$ cat src/ubxrx_pkg.sv
// Shared constants and types for the UBX frame receiver and checker.
// No dependencies; every other file of the block imports this package.
package ubxrx_pkg;

    // Default width of the length counter
    localparam int LENGTH_BITS_DEF = 16;

    // Sync bytes and acknowledge class and ID
    localparam logic [7:0] SYNC_FIRST      = 8'hB5;
    localparam logic [7:0] SYNC_SECOND     = 8'h62;
    localparam logic [7:0] ACK_CLASS       = 8'h05;
    localparam logic [7:0] ACK_ID_POSITIVE = 8'h01;

    // Configuration register indexes
    localparam logic [1:0] CFG_EXPECTED_CLASS  = 2'd0;
    localparam logic [1:0] CFG_EXPECTED_MSG_ID = 2'd1;
    localparam logic [1:0] CFG_MAX_PAYLOAD     = 2'd2;

    // Configuration reset values
    localparam logic [7:0]  EXPECTED_CLASS_RST  = 8'd6;
    localparam logic [7:0]  EXPECTED_MSG_ID_RST = 8'd0;
    localparam logic [15:0] MAX_PAYLOAD_RST     = 16'd256;

    // Receive phase
    typedef enum logic [3:0] {
        PH_SYNC1   = 4'd0,
        PH_SYNC2   = 4'd1,
        PH_CLASS   = 4'd2,
        PH_IDENT   = 4'd3,
        PH_LEN_LO  = 4'd4,
        PH_LEN_HI  = 4'd5,
        PH_PAYLOAD = 4'd6,
        PH_CKA     = 4'd7,
        PH_CKB     = 4'd8
    } phase_t;

    // One finished frame report
    typedef struct packed {
        logic [7:0]  msg_class;
        logic [7:0]  msg_ident;
        logic [15:0] payload_length;
        logic        checksum_ok;
        logic        length_error;
        logic        is_ack_frame;
        logic        ack_positive;
        logic [7:0]  acked_class;
        logic [7:0]  acked_ident;
        logic        matches_expected;
    } result_t;

    // Configuration as seen by the parser
    typedef struct packed {
        logic [7:0]  expected_class;
        logic [7:0]  expected_msg_id;
        logic [15:0] max_payload;
    } cfg_t;

endpackage

$ cat src/ubxrx_parser.sv
// Frame parser: sync hunt, header capture, Fletcher-8 sums and frame report.
// Depends on ubxrx_pkg.
module ubxrx_parser
    import ubxrx_pkg::*;
#(
    parameter int LENGTH_BITS = LENGTH_BITS_DEF
)
(
    input  logic       clk,
    input  logic       rst_n,
    input  logic       fire,
    input  logic [7:0] rx_byte,
    input  cfg_t       cfg,
    output logic       res_valid,
    output result_t    res
);

    localparam int CW = LENGTH_BITS + 1;

    phase_t                 phase_reg, phase_next;
    logic [7:0]             sum_a_reg, sum_a_next;
    logic [7:0]             sum_b_reg, sum_b_next;
    logic [7:0]             frame_class_reg, frame_class_next;
    logic [7:0]             frame_ident_reg, frame_ident_next;
    logic [15:0]            frame_length_reg, frame_length_next;
    logic [LENGTH_BITS-1:0] bytes_seen_reg, bytes_seen_next;
    logic [15:0]            pair_reg, pair_next;
    logic [7:0]             rx_sum_a_reg, rx_sum_a_next;

    logic [7:0]   sum_a_add, sum_b_add;
    logic [15:0]  len_full;
    logic         len_too_big;
    logic [CW-1:0] seen_inc;
    logic         payload_done;
    logic         ck_ok, is_ack, pair_match;

    // Running sums, full length and payload count
    assign sum_a_add    = sum_a_reg + rx_byte;
    assign sum_b_add    = sum_b_reg + sum_a_add;
    assign len_full     = {rx_byte, frame_length_reg[7:0]};
    assign len_too_big  = (len_full > cfg.max_payload) || ((len_full >> LENGTH_BITS) != 16'd0);
    assign seen_inc     = {1'b0, bytes_seen_reg} + CW'(1);
    assign payload_done = 17'(seen_inc) >= {1'b0, frame_length_reg};

    // Frame-end checks
    assign ck_ok      = (rx_sum_a_reg == sum_a_reg) && (rx_byte == sum_b_reg);
    assign is_ack     = (frame_class_reg == ACK_CLASS);
    assign pair_match = (pair_reg[7:0] == cfg.expected_class)
                        && (pair_reg[15:8] == cfg.expected_msg_id);

    // Next state
    always_comb
    begin
        phase_next        = phase_reg;
        sum_a_next        = sum_a_reg;
        sum_b_next        = sum_b_reg;
        frame_class_next  = frame_class_reg;
        frame_ident_next  = frame_ident_reg;
        frame_length_next = frame_length_reg;
        bytes_seen_next   = bytes_seen_reg;
        pair_next         = pair_reg;
        rx_sum_a_next     = rx_sum_a_reg;
        if (fire)
        begin
            unique case (phase_reg)
                PH_SYNC2:
                begin
                    if (rx_byte == SYNC_SECOND)
                        phase_next = PH_CLASS;
                    else if (rx_byte != SYNC_FIRST)
                        phase_next = PH_SYNC1;
                end
                PH_CLASS:
                begin
                    sum_a_next        = rx_byte;
                    sum_b_next        = rx_byte;
                    frame_class_next  = rx_byte;
                    frame_ident_next  = 8'd0;
                    frame_length_next = 16'd0;
                    bytes_seen_next   = '0;
                    pair_next         = 16'd0;
                    rx_sum_a_next     = 8'd0;
                    phase_next        = PH_IDENT;
                end
                PH_IDENT:
                begin
                    sum_a_next       = sum_a_add;
                    sum_b_next       = sum_b_add;
                    frame_ident_next = rx_byte;
                    phase_next       = PH_LEN_LO;
                end
                PH_LEN_LO:
                begin
                    sum_a_next        = sum_a_add;
                    sum_b_next        = sum_b_add;
                    frame_length_next = {8'd0, rx_byte};
                    phase_next        = PH_LEN_HI;
                end
                PH_LEN_HI:
                begin
                    sum_a_next        = sum_a_add;
                    sum_b_next        = sum_b_add;
                    frame_length_next = len_full;
                    if (len_too_big)
                        phase_next = PH_SYNC1;
                    else if (len_full == 16'd0)
                        phase_next = PH_CKA;
                    else
                        phase_next = PH_PAYLOAD;
                end
                PH_PAYLOAD:
                begin
                    sum_a_next = sum_a_add;
                    sum_b_next = sum_b_add;
                    if (bytes_seen_reg == '0)
                        pair_next = {pair_reg[15:8], rx_byte};
                    else if (bytes_seen_reg == LENGTH_BITS'(1))
                        pair_next = {rx_byte, pair_reg[7:0]};
                    bytes_seen_next = seen_inc[LENGTH_BITS-1:0];
                    if (payload_done)
                        phase_next = PH_CKA;
                end
                PH_CKA:
                begin
                    rx_sum_a_next = rx_byte;
                    phase_next    = PH_CKB;
                end
                PH_CKB:
                begin
                    phase_next = PH_SYNC1;
                end
                default:
                begin
                    phase_next = (rx_byte == SYNC_FIRST) ? PH_SYNC2 : PH_SYNC1;
                end
            endcase
        end
    end

    // Frame report
    always_comb
    begin
        res_valid            = 1'b0;
        res.msg_class        = frame_class_reg;
        res.msg_ident        = frame_ident_reg;
        res.payload_length   = frame_length_reg;
        res.checksum_ok      = 1'b0;
        res.length_error     = 1'b0;
        res.is_ack_frame     = 1'b0;
        res.ack_positive     = 1'b0;
        res.acked_class      = 8'd0;
        res.acked_ident      = 8'd0;
        res.matches_expected = 1'b0;
        unique case (phase_reg)
            PH_LEN_HI:
            begin
                res_valid          = len_too_big;
                res.payload_length = len_full;
                res.length_error   = 1'b1;
            end
            PH_CKB:
            begin
                res_valid            = 1'b1;
                res.checksum_ok      = ck_ok;
                res.is_ack_frame     = is_ack;
                res.ack_positive     = is_ack && (frame_ident_reg == ACK_ID_POSITIVE);
                res.acked_class      = pair_reg[7:0];
                res.acked_ident      = pair_reg[15:8];
                res.matches_expected = ck_ok && is_ack && (frame_length_reg >= 16'd2)
                                       && pair_match;
            end
            default:
            begin
                res_valid = 1'b0;
            end
        endcase
    end

    // State registers
    always_ff @(posedge clk or negedge rst_n)
    begin
        if (!rst_n)
        begin
            phase_reg        <= PH_SYNC1;
            sum_a_reg        <= 8'd0;
            sum_b_reg        <= 8'd0;
            frame_class_reg  <= 8'd0;
            frame_ident_reg  <= 8'd0;
            frame_length_reg <= 16'd0;
            bytes_seen_reg   <= '0;
            pair_reg         <= 16'd0;
            rx_sum_a_reg     <= 8'd0;
        end
        else
        begin
            phase_reg        <= phase_next;
            sum_a_reg        <= sum_a_next;
            sum_b_reg        <= sum_b_next;
            frame_class_reg  <= frame_class_next;
            frame_ident_reg  <= frame_ident_next;
            frame_length_reg <= frame_length_next;
            bytes_seen_reg   <= bytes_seen_next;
            pair_reg         <= pair_next;
            rx_sum_a_reg     <= rx_sum_a_next;
        end
    end

    // A match needs a good checksum on an acknowledge frame
    a_match_needs_ok: assert property (@(posedge clk) disable iff (!rst_n)
        res_valid && res.matches_expected |-> res.checksum_ok && res.is_ack_frame)
        else $error("match reported without good acknowledge frame");

    // An abandoned frame carries no checksum verdict
    a_len_err_no_ck: assert property (@(posedge clk) disable iff (!rst_n)
        res_valid && res.length_error |-> !res.checksum_ok && !res.is_ack_frame)
        else $error("length error report carries frame flags");

    // Every delivered report restarts the sync hunt
    a_report_restarts: assert property (@(posedge clk) disable iff (!rst_n)
        fire && res_valid |=> phase_reg == PH_SYNC1)
        else $error("hunt not restarted after frame report");

endmodule

$ cat config.mk
export PLATFORM = sky130hd
export DESIGN_NAME = ubxrx_parser
export DESIGN_NICKNAME = d
export VERILOG_FILES = /design/src/ubxrx_pkg.sv /design/src/ubxrx_parser.sv
export SDC_FILE = /design/constraint.sdc
export NUM_CORES = 1
export LEC_CHECK = 0
export BUFFER_PORTS_ARGS = -buffer_cell sky130_fd_sc_hd__buf_2
export CAP_MARGIN = 40
export CORE_ASPECT_RATIO = 1.5
export CORE_MARGIN = 1
export CORE_UTILIZATION = 50
export CTS_BUF_LIST = sky130_fd_sc_hd__clkbuf_4
export DETAILED_ROUTE_END_ITERATION = 8
export PLACE_DENSITY = 0.76
export SYNTH_ARGS = -nofsm -noshare
export SYNTH_HDL_FRONTEND = slang
export SYNTH_SLANG_ARGS = --single-unit
$ cat constraint.sdc
create_clock -name clk -period 4.5 [get_ports clk]
set_input_delay 1.35 -clock clk [delete_from_list [all_inputs] [get_ports clk]]
set_output_delay 1.35 -clock clk [all_outputs]
set_load 0.02 [all_outputs]
# == Yosys cells after proc, flatten, opt, wreduce, memory -nomap -nowiden ==
# Cells that the tools add are included.
# classes
addsub,3
n_lt_le_gt_ge,3
n_eq_ne,23
n_mux,21
n_bitwise,1
reduce_logical,25
# ops
operator,n
$pmux 16 s2,2
$pmux 8 s2,4
$mux 16,3
$pmux 16 s3,1
$eq 8x8->1,4
$logic_not 16->1,2
$pmux 4 s8,1
$mux 19,1
$add 16x1->17 const B,1
$ge 17x16->1,1
$add 8x8->8,2
$eq 16x1->1 const B,1
$eq 4x3->1 const B,4
$ge 16x2->1 const B,1
$gt 16x16->1,1
$mux 4,3
$reduce_and 2->1,6
$reduce_bool 2->1,5
$reduce_and 3->1,3
$eq 4x2->1 const B,2
$eq 8x1->1 const B,1
$eq 8x3->1 const B,1
$eq 8x7->1 const B,1
$eq 8x8->1 const B,1
other kinds (13),24
# word_totals
register_bits,92
input_bits,43
output_inout_bits,54
word_cells,87

# == Logic depth before layout (Yosys ltp) ==
# Gate-level depths: netlist (run 1).
# depth
word_depth,6
depth_mapped,16
ltp_nobuf,16

# == Worst setup path before layout (run 1) ==
# No wires, ideal clock.
# synth_path
path_type,input port to output port
start,in cfg[1] (netlist bit)
end,out res_valid
arrival_time_ns,2.966
required_ns,3.150
slack_ns,0.184
cell_stages,8
n_path_buf,0
path_cell_list,inv_1 ha_1 nor2b_1 o211ai_1 a21oi_1 o31a_1 o41ai_1 o21ai_0
# synth_between
elab_chain_cells,2
# synth_rtl
item,line_no,source
"start, declared",ubxrx_parser.sv:13,"input cfg_t cfg,"
$gt 16x16->1,ubxrx_parser.sv:41,assign len_too_big = (len_full > cfg.max_payload) || ((len_full >> LENGTH_BITS) != 16'd0);
$pmux 1 s2,ubxrx_parser.sv:154,unique case (phase_reg)
"end, declared",ubxrx_parser.sv:14,"output logic res_valid,"
# Every way passes these cells.

# == Final worst setup path (run 1) ==
# layout_path
start,in rx_byte[1]
end,out res_valid
# layout_between
elab_chain_cells,2
# layout_rtl
item,line_no,source
"start, declared",ubxrx_parser.sv:12,"input logic [7:0] rx_byte,"
$gt 16x16->1,ubxrx_parser.sv:41,
$pmux 1 s2,ubxrx_parser.sv:154,
# Every way passes these cells.

==> results_dict.tcl, run 1 <==
set metrics [dict create \
    synth_top_family_by_area "simple AND/OR/NAND/NOR gates" \
    crit_start "rx_byte[1]" \
    io_pins 97 \
    crit_required_ns 3.15 \
    synth_largest_area_cell "dfrtp_1" \
    place_hpwl_um 12500 \
    synth-adder-area-share_pct 10.3 \
    synth_nets 835 \
    path_max_fanout 5 \
    nFillCells 1139 \
    synth_top_area_share_pct 36.3 \
    ys_ff_latch 92 \
    cts_made_buffers 9 \
    tightestPinTransition_ns 0.838 \
    first_global_vias 5504 \
    min_period_over_period_pct 97.3 \
    synth_edf_count 0 \
    ys.flop_type "dfrtp_1" \
    antenna_found_initial 0 \
    min-delay-path-class "flip-flop to flip-flop" \
    power.total_mw 4.26 \
    syn_inst 741 \
    p_leak_nw 3.67 \
    syn_area_per_cell_um2 8.56 \
    vdd_drop_max_mv 0.527 \
    die_h_um 140 \
    synth-xor-area-share_pct 8.14 \
    root_buffer "clkbuf_4" \
    cellPowerDensity_nw_per_um2 597 \
    synth.most_common_cell "nand2_1" \
    ys_warn_count 0 \
    final_hold_viol_count 0 \
    layout-drive-gt1-share_pct 18.3 \
    place_congestion 0.913 \
    status "completed" \
    grt_first_pass_wirelength_um 26800 \
    postRouteWirelength_um 16400 \
    reg2reg_depth 12 \
    clkSinkCount 92 \
    synth_area_leaders "dfrtp_1 (36%), ha_1 (9.7%), nand2_1 (6.7%), xor2_1 (5.8%), o21ai_0 (5.0%)" \
    reg2reg_from "bytes_seen_reg[0]" \
    start_util_pct 51.0 \
    clk_latency_ns 0.46 \
    relSlewSlack_pct 43.7 \
    maxCapViolations 0 \
    cts_max_level 3 \
    globalRouteOverflowTotal 0 \
    clk_path_buf_depth 2 \
    areaGrowthSynthToFinish_pct 12.4 \
    num_antenna_cells 0 \
    die_area_um2 13200 \
    cts_setup_buffers 0 \
    holdPathStages 2 \
    async_flop_share_pct 100 \
    postRouteAntennaNets 0 \
    worstHoldStart "frame_class_reg[2]" \
    netlist_area_um2 6350 \
    cts_tree "done" \
    seq_area_frac_synth_pct 36.3 \
    fmax_mhz 228 \
    synth_cell_types 62 \
    fin_ws_ns 0.123 \
    vias 5541 \
    grt_util_all_layers_pct 26.1 \
    first_iter_violations 231 \
    startpoint_type "primary input" \
    synth_compound_area_share_pct 15.9 \
    grt_max_degree 50 \
    port_buffers 96 \
    fp.dieW_um 94.0 \
    place_ws_ns 0.110 \
    drc_errors 0 \
    min_period_ns 4.38 \
    core_um2 12400 \
    maxSlewViolCount 0 \
    yosys-top-cells-count "nand2_1 (113), dfrtp_1 (92), o21ai_0 (63)" \
    worst_setup_path_end_kind "output port" \
    dr.pass1.iters 4 \
    rows 50 \
    synthSimpleGateAreaFrac_pct 20.7 \
    viasPerCell 5.62 \
    path_class "primary input to output port" \
    cp.arrival_ns 3.03 \
    synthMuxAreaShare_pct 1.75 \
    clk_pin_slew_ns 0.15 \
    layout.nets 919 \
    routedWlPerCell_um 16.6 \
    skew_ns 0.0120 \
    setup_viol 0 \
]
[cells by family (layout without fill, tap and decap cells)]
logic type / count (synthesis) / after routing
muxes: 11 / 11
and+or+nand+nor: 267 / 267
adders and majority gates: 51 / 51
xor gates and xnor gates: 59 / 59
AOI/OAI and AO/OA: 158 / 158
DFF: 92 / 92
buffers and inverters: 103 / 192
[path summary, 6_finish.rpt]
| path | end | slack (ns) |
|---|---|---|
| setup / recovery | res_valid | 0.12 |
| hold / removal | frame_class_reg[2] | 0.53 |
| setup reg to reg | rx_sum_a_reg[2] | 0.49 |
| hold reg to reg | frame_class_reg[2] | 0.53 |
| max in group asynchronous | frame_length_reg[2] | 2.82 |
| min in group asynchronous | frame_ident_reg[5] | 0.90 |
[worst max-delay path, stage by stage]
cell and delay, ns:
buf_2 0.14, ha_1 0.31, a21oi_1 0.15, nor2_1 0.06, a211oi_1 0.21, nor2_1 0.10
o41ai_2 0.41, o21ai_0 0.14, buf_2 0.17
[repair_timing]
| action | in CTS | in global routing |
|---|---|---|
| setup endpoints to repair | 0 | 1 |
| gates resized for setup | 0 | 1 |
| hold buffers | 0 | 0 |
[per-stage QoR]
stage	instances	TNS, ns	util, %	hold slack (ns)	cell area (µm²)
after floorplan	741	0	-	0.488	6350
after global placement	967	0	55.9	0.487	6960
after detailed placement	970	0	56.3	0.493	7010
after CTS	986	0	57.2	0.527	7120
after global routing	986	-0.0402	57.3	0.572	7130
final	986	0	57.3	0.526	7130
[area by class of cell]
cell class                 count  area, µm²  area share [%]
clock buffer                   9       67.6           0.948
clock inverter                 7       48.8           0.684
inverter                      56        210            2.95
multi-input combinational    546       3620            50.8
sequential                    92       2300            32.3
tap                          156        195            2.74
timing repair buffer         120        683            9.58
[power by group]
group / switching (mW) / total (mW) / internal (mW)
Sequential: 0.307 / 1.40 / 1.09
Combinational: 1.40 / 2.43 / 1.03
Clock: 0.308 / 0.426 / 0.117
Total: 2.01 / 4.26 / 2.24
[layout by cell type, fill, tap and decap left out, types with 3 or more instances in the layout]
master,count
and3_1,4
ha_1,49
o21ai_1,3
inv_1,56
a22o_1,27
a31o_2,3
nand4_1,13
nor4_1,19
o211ai_1,3
nor3_1,8
mux2i_1,10
or3_1,4
nor2b_1,4
xor2_1,42
xnor2_1,17
clkbuf_4,9
nor2_1,45
a211oi_1,3
o21ai_0,62
nand3_1,18
o22ai_1,3
a21boi_0,3
buf_2,95
buf_4,24
nand2_1,113
nand2b_1,3
dfrtp_1,92
and2_1,19
a21oi_1,30
a21o_1,4
[routing by layer]
| metal | GRT usage [%] | routed length (µm) | vias up | part of all wire [%] |
|---|---|---|---|---|
| met4 | 11.8 | 644 | 0 | 3.9 |
| li1 | - | - | 2713 | - |
| met1 | 30.6 | 6460 | 2655 | 39 |
| met2 | 46.4 | 8720 | 121 | 53 |
| met5 | 0 | 0 | - | 0 |
| met3 | 3.64 | 545 | 52 | 3.3 |
No activity file was read; power rests on OpenSTA's default activity.
==> inputs of run 2 (changes only) <==
Settings changed: PLACE_DENSITY 0.76 to 0.72.
==> run 2 against run 1 <==
  * Flip-flop and latch count unchanged
  * Maximum frequency rose by 0.63%
  * Via count is 0.32% higher
  * Sequential share of layout area up 0.19 points
  * Hold slack gained 0.0041 ns
  * Clock skew rose by 0.012 ns
  * Clock power increased by 3%
  * Setup slack better by 0.027 ns
  * Register-to-register slack improved by 0.05 ns
==> results_dict.tcl, run 2 (synthesis results as in run 1) <==
set metrics [dict create \
    startpoint_type "primary input" \
    setup_viol 0 \
    holdBufCountCts 0 \
    cts_max_level 3 \
    placed_cell_area_um2 6960 \
    die_h_um 140 \
    final_util_pct 56.9 \
    vdd_drop_max_mv 0.424 \
    first_iter_violations 388 \
    place_congestion 0.954 \
    drc_errors 0 \
    grt_first_pass_wirelength_um 27300 \
    postRouteWirelength_um 17000 \
    routedWlPerCell_um 17.3 \
    die_area_um2 13200 \
    worst_path_dominant_cell_family "compound AO/OA/AOI/OAI gates" \
    vias 5559 \
    clk_path_buf_depth 2 \
    place_hpwl_um 13000 \
    crit_top_cell "buf_2" \
    viasPerCell 5.66 \
    rsz0062_at_grt "no" \
    maxCapViolations 0 \
    hold_end "frame_ident_reg[0]" \
    min_period_over_period_pct 96.7 \
    nFillCells 1159 \
    worst_setup_path_end_kind "output port" \
    intPower_mw 2.22 \
    finalInstanceArea_um2 7090 \
    port_buffers 96 \
    cellPowerDensity_nw_per_um2 599 \
    min_period_ns 4.35 \
    root_buffer "clkbuf_4" \
    postRouteAntennaNets 0 \
    dr.pass1.iters 5 \
    clk_latency_ns 0.49 \
    power_frac_comb_pct 56.2 \
    reg2reg_depth 12 \
    fp.dieW_um 94.0 \
    layout-drive-gt1-share_pct 18.3 \
    path_max_fanout 2 \
    path_buf_inv 3 \
    post_cts_resized 0 \
    path_class "primary input to output port" \
    sequentialPowerShare_pct 33.6 \
    setup_tns_ns 0 \
    fmax_mhz 230 \
    cp_cell_sequence "buf_2, inv_1, ha_1, nor2b_1, o211ai_1, a21oi_1, o31a_1, o41ai_2, o21ai_0, buf_2" \
    clk_pin_slew_ns 0.16 \
    antenna_found_initial 0 \
    r2r_end "rx_sum_a_reg[5]" \
    worst_path_max_delay_cell "ha_1" \
    globalRouteOverflowTotal 0 \
    core_um2 12400 \
    power.clock.fraction_pct 10.3 \
    status "completed" \
    regToRegSetupSlack_ns 0.54 \
    final_hold_viol_count 0 \
    cts_setup_buffers 0 \
    power_switching_mw 2.03 \
    areaGrowthSynthToFinish_pct 11.7 \
    skew_ns 0.0239 \
    holdPathStages 2 \
    worstHoldStart "frame_ident_reg[0]" \
    io_pins 97 \
    cp.arrival_ns 3.00 \
    reg2reg_from "bytes_seen_reg[0]" \
    cp_slowest_stage_delay_ns 0.29 \
    cts_made_buffers 9 \
    clkSinkCount 92 \
    grt_util_all_layers_pct 27.0 \
    power.total_mw 4.24 \
    tightestPinTransition_ns 0.825 \
    relSlewSlack_pct 44.6 \
    min-delay-path-class "flip-flop to flip-flop" \
    grt_max_degree 37 \
    p_leak_nw 3.66 \
    maxSlewViolCount 0 \
    mostFrequentLayoutCell "nand2_1" \
    num_antenna_cells 0 \
    layout.nets 915 \
    crit_required_ns 3.15 \
    cts_tree "done" \
    first_global_vias 5500 \
    p_sw_share_pct 47.7 \
    start_util_pct 51.0 \
    rows 50 \
    final_cell_mix "nand2_1 (113), buf_2 (95), dfrtp_1 (92)" \
]
## run 2: cell types whose count changed in the layout (fill, tap and decap cells not counted), sizes merged
cell,delta
clkinv,+1
buf,-4
inv,-2
clkbuf,+2
clkinvlp,-1
## run 2: worst reg2reg max path: stages, from the launching register on
cell and delay [ns]:
dfrtp_1 0.51, ha_1 0.32, nand4_4 0.17, or3_1 0.45, xnor2_1 0.15, ha_1 0.30, a21oi_1 0.11, o21ai_0 0.17
a2111oi_0 0.49, a211oi_2 0.15, o21ai_2 0.34, or3_1 0.49, mux2i_1 0.25
## run 2: how the worst max path moves through the flow
stage | cells past startpoint | start | end | slack (ns)
after floorplan | 8 | cfg[1] | res_valid | 0.18
after global placement | 10 | cfg[1] | res_valid | 0.19
after detailed placement | 10 | cfg[1] | res_valid | 0.07
after CTS | 10 | cfg[1] | res_valid | 0.05
after global routing | 10 | cfg[1] | res_valid | 0.06
final | 10 | cfg[1] | res_valid | 0.15
## run 2: area by class of cell
class                   instances  area (µm²)  share of cell area [%]
multi-input cells             546        3630                    51.1
flip-flops and latches         92        2300                    32.5
repair buffers                116         637                    8.98
inverters                      56         210                    2.97
well taps                     156         195                    2.75
clock buffers                  11        82.6                    1.16
clock inverters                 5        36.3                   0.512
## run 2: stage by stage
stage / std cells / setup slack [ns] / hold slack [ns]
final: 982 / 0.150 / 0.531
after global routing: 982 / 0.0564 / 0.558
after CTS: 982 / 0.0504 / 0.533
after detailed placement: 966 / 0.0692 / 0.500
after global placement: 964 / 0.191 / 0.480
after floorplan: 741 / 0.184 / 0.488
## run 2: per-layer routing
metal / wire length (µm) / up-vias / track usage (%)
met4: 775 / 0 / 14.7
met2: 8980 / 154 / 47.5
met1: 6660 / 2641 / 30.9
met5: 0 / - / 0
li1: - / 2707 / -
met3: 565 / 57 / 4.02
## run 2: power by group through the flow
stage	Combinational [mW]	Clock [mW]	Sequential, mW
2_1_floorplan	1.80	0	1.38
3_3_place_gp	2.26	0	1.43
3_5_place_dp	2.37	0	1.44
4_1_cts	2.38	0.439	1.42
5_1_grt	2.64	0.473	1.46
6_report	2.38	0.437	1.42
==> inputs of run 3 (changes only) <==
Settings changed: PLACE_DENSITY 0.72 to 0.84.
Clock period 4.5 ns to 5.55 ns, I/O delays scaled along.
==> run 3 against run 2 <==
  * Wire length decreased by 4.4%
  * Sequential share of layout area increased by 0.11 points
  * Cell count decreased by 0.31%
  * Setup slack improved by 0.39 ns
  * Register-to-register slack improved by 1.0 ns
  * Hold slack got worse by 0.0048 ns
  * Die area unchanged
  * Global-route usage decreased by 1.3 points
  * Sequential power decreased by 20%
  * Final area decreased by 0.34%
  * Clock power decreased by 21%
  * Critical path type unchanged
  * Highest routed layer unchanged
==> results_dict.tcl, run 3 (synthesis results as in run 1) <==
set metrics [dict create \
    mostFrequentLayoutCell "nand2_1" \
    grt_util_all_layers_pct 25.7 \
    crit_required_ns 3.88 \
    clk_pin_slew_ns 0.14 \
    routedWlPerCell_um 16.6 \
    drc_errors 0 \
    antenna_found_initial 0 \
    cp_slowest_stage_delay_ns 0.29 \
    grt_first_pass_wirelength_um 26300 \
    reg2reg_depth 12 \
    clk_path_buf_depth 2 \
    vias 5577 \
    final_util_pct 56.8 \
    reg2reg_from "bytes_seen_reg[0]" \
    io_pins 97 \
    tightestPinTransition_ns 0.856 \
    place_congestion 0.897 \
    postRouteWirelength_um 16200 \
    crit_top_cell "buf_2" \
    die_h_um 140 \
    start_util_pct 51.0 \
    holdBufCountCts 0 \
    maxSlewViolCount 0 \
    finalInstanceArea_um2 7070 \
    first_global_vias 5449 \
    cts_max_level 3 \
    cts_tree "done" \
    postRouteAntennaNets 0 \
    worstHoldStart "frame_class_reg[0]" \
    p_leak_nw 3.64 \
    setup_tns_ns 0 \
    viasPerCell 5.70 \
    status "completed" \
    setup_viol 0 \
    rsz0062_at_grt "no" \
    holdPathStages 2 \
    crit_start "cfg[1]" \
    globalRouteOverflowTotal 0 \
    areaGrowthSynthToFinish_pct 11.3 \
    path_max_fanout 4 \
    relSlewSlack_pct 42.5 \
    startpoint_type "primary input" \
    cellPowerDensity_nw_per_um2 485 \
    r2r_end "rx_sum_a_reg[4]" \
    hold_end "frame_class_reg[0]" \
    first_iter_violations 424 \
    fp.dieW_um 94.0 \
    post_cts_resized 0 \
    final_cell_mix "nand2_1 (113), buf_2 (95), dfrtp_1 (92)" \
    skew_ns 0.0269 \
    final_hold_viol_count 0 \
    worst_path_max_delay_cell "ha_1" \
    cts_setup_buffers 0 \
    min_period_ns 5.01 \
    min-delay-path-class "flip-flop to flip-flop" \
    port_buffers 96 \
    fmax_mhz 200 \
    clk_latency_ns 0.46 \
    clkSinkCount 92 \
    layout.nets 912 \
    layout-drive-gt1-share_pct 17.6 \
    cts_made_buffers 9 \
    root_buffer "clkbuf_4" \
    num_antenna_cells 0 \
    path_class "primary input to output port" \
    rows 50 \
    vdd_drop_max_mv 0.358 \
    die_area_um2 13200 \
    regToRegSetupSlack_ns 1.54 \
    maxCapViolations 0 \
    worst_setup_path_end_kind "output port" \
    dr.pass1.iters 6 \
    core_um2 12400 \
    placed_cell_area_um2 6950 \
    cp.arrival_ns 3.35 \
    cp_cell_sequence "buf_2, inv_1, ha_1, nor2b_1, o211ai_1, a21oi_1, o31a_1, o41ai_1, buf_4, o21ai_0, buf_2" \
    place_hpwl_um 12300 \
    grt_max_degree 58 \
    min_period_over_period_pct 90.3 \
]
[run 3: report_power, final]
| part | internal [mW] | switching (mW) |
|---|---|---|
| Clock | 0.105 | 0.241 |
| Sequential | 0.884 | 0.258 |
| Combinational | 0.802 | 1.14 |
[run 3: metrics by stage]
step | setup slack [ns] | hold WS, ns | power (mW) | cells
6_report | 0.539 | 0.526 | 3.43 | 979
5_1_grt | 0.446 | 0.557 | 3.70 | 979
4_1_cts | 0.539 | 0.530 | 3.42 | 979
3_5_place_dp | 0.539 | 0.498 | 3.07 | 963
3_3_place_gp | 0.549 | 0.490 | 3.00 | 960
2_1_floorplan | 0.604 | 0.488 | 2.57 | 741
[run 3: worst max-delay path by stage]
stage | endpoint | slack [ns] | cells after the start
final | res_valid | 0.54 | 11
after global routing | res_valid | 0.45 | 11
after CTS | res_valid | 0.54 | 11
after global placement | res_valid | 0.55 | 11
after detailed placement | res_valid | 0.54 | 11
after floorplan | res_valid | 0.60 | 8
[run 3: area by class of cell]
class | count | area (µm²)
Fill cell | 1095 | 5380
Sequential cell | 92 | 2300
Tap cell | 156 | 195
Timing Repair Buffer | 113 | 622
Inverter | 56 | 210
Clock buffer | 11 | 82.6
Clock inverter | 5 | 37.5
Multi-Input combinational cell | 546 | 3620
[run 3: worst max-delay path, delay by kind of cell]
kind | cells | cell delay, ns
adders and majority gates | 1 | 0.29
and+or+nand+nor | 1 | 0.13
AOI/OAI and AO/OA | 5 | 0.81
buffers and inverters | 4 | 0.45
[run 3: routing by layer]
layer | vias up | share of wire, % | GRT usage, %
met5 | - | 0 | 0
met3 | 58 | 4.5 | 3.91
met4 | 0 | 4.7 | 13.4
met2 | 169 | 52 | 45.0
li1 | 2687 | - | -
met1 | 2663 | 39 | 29.7
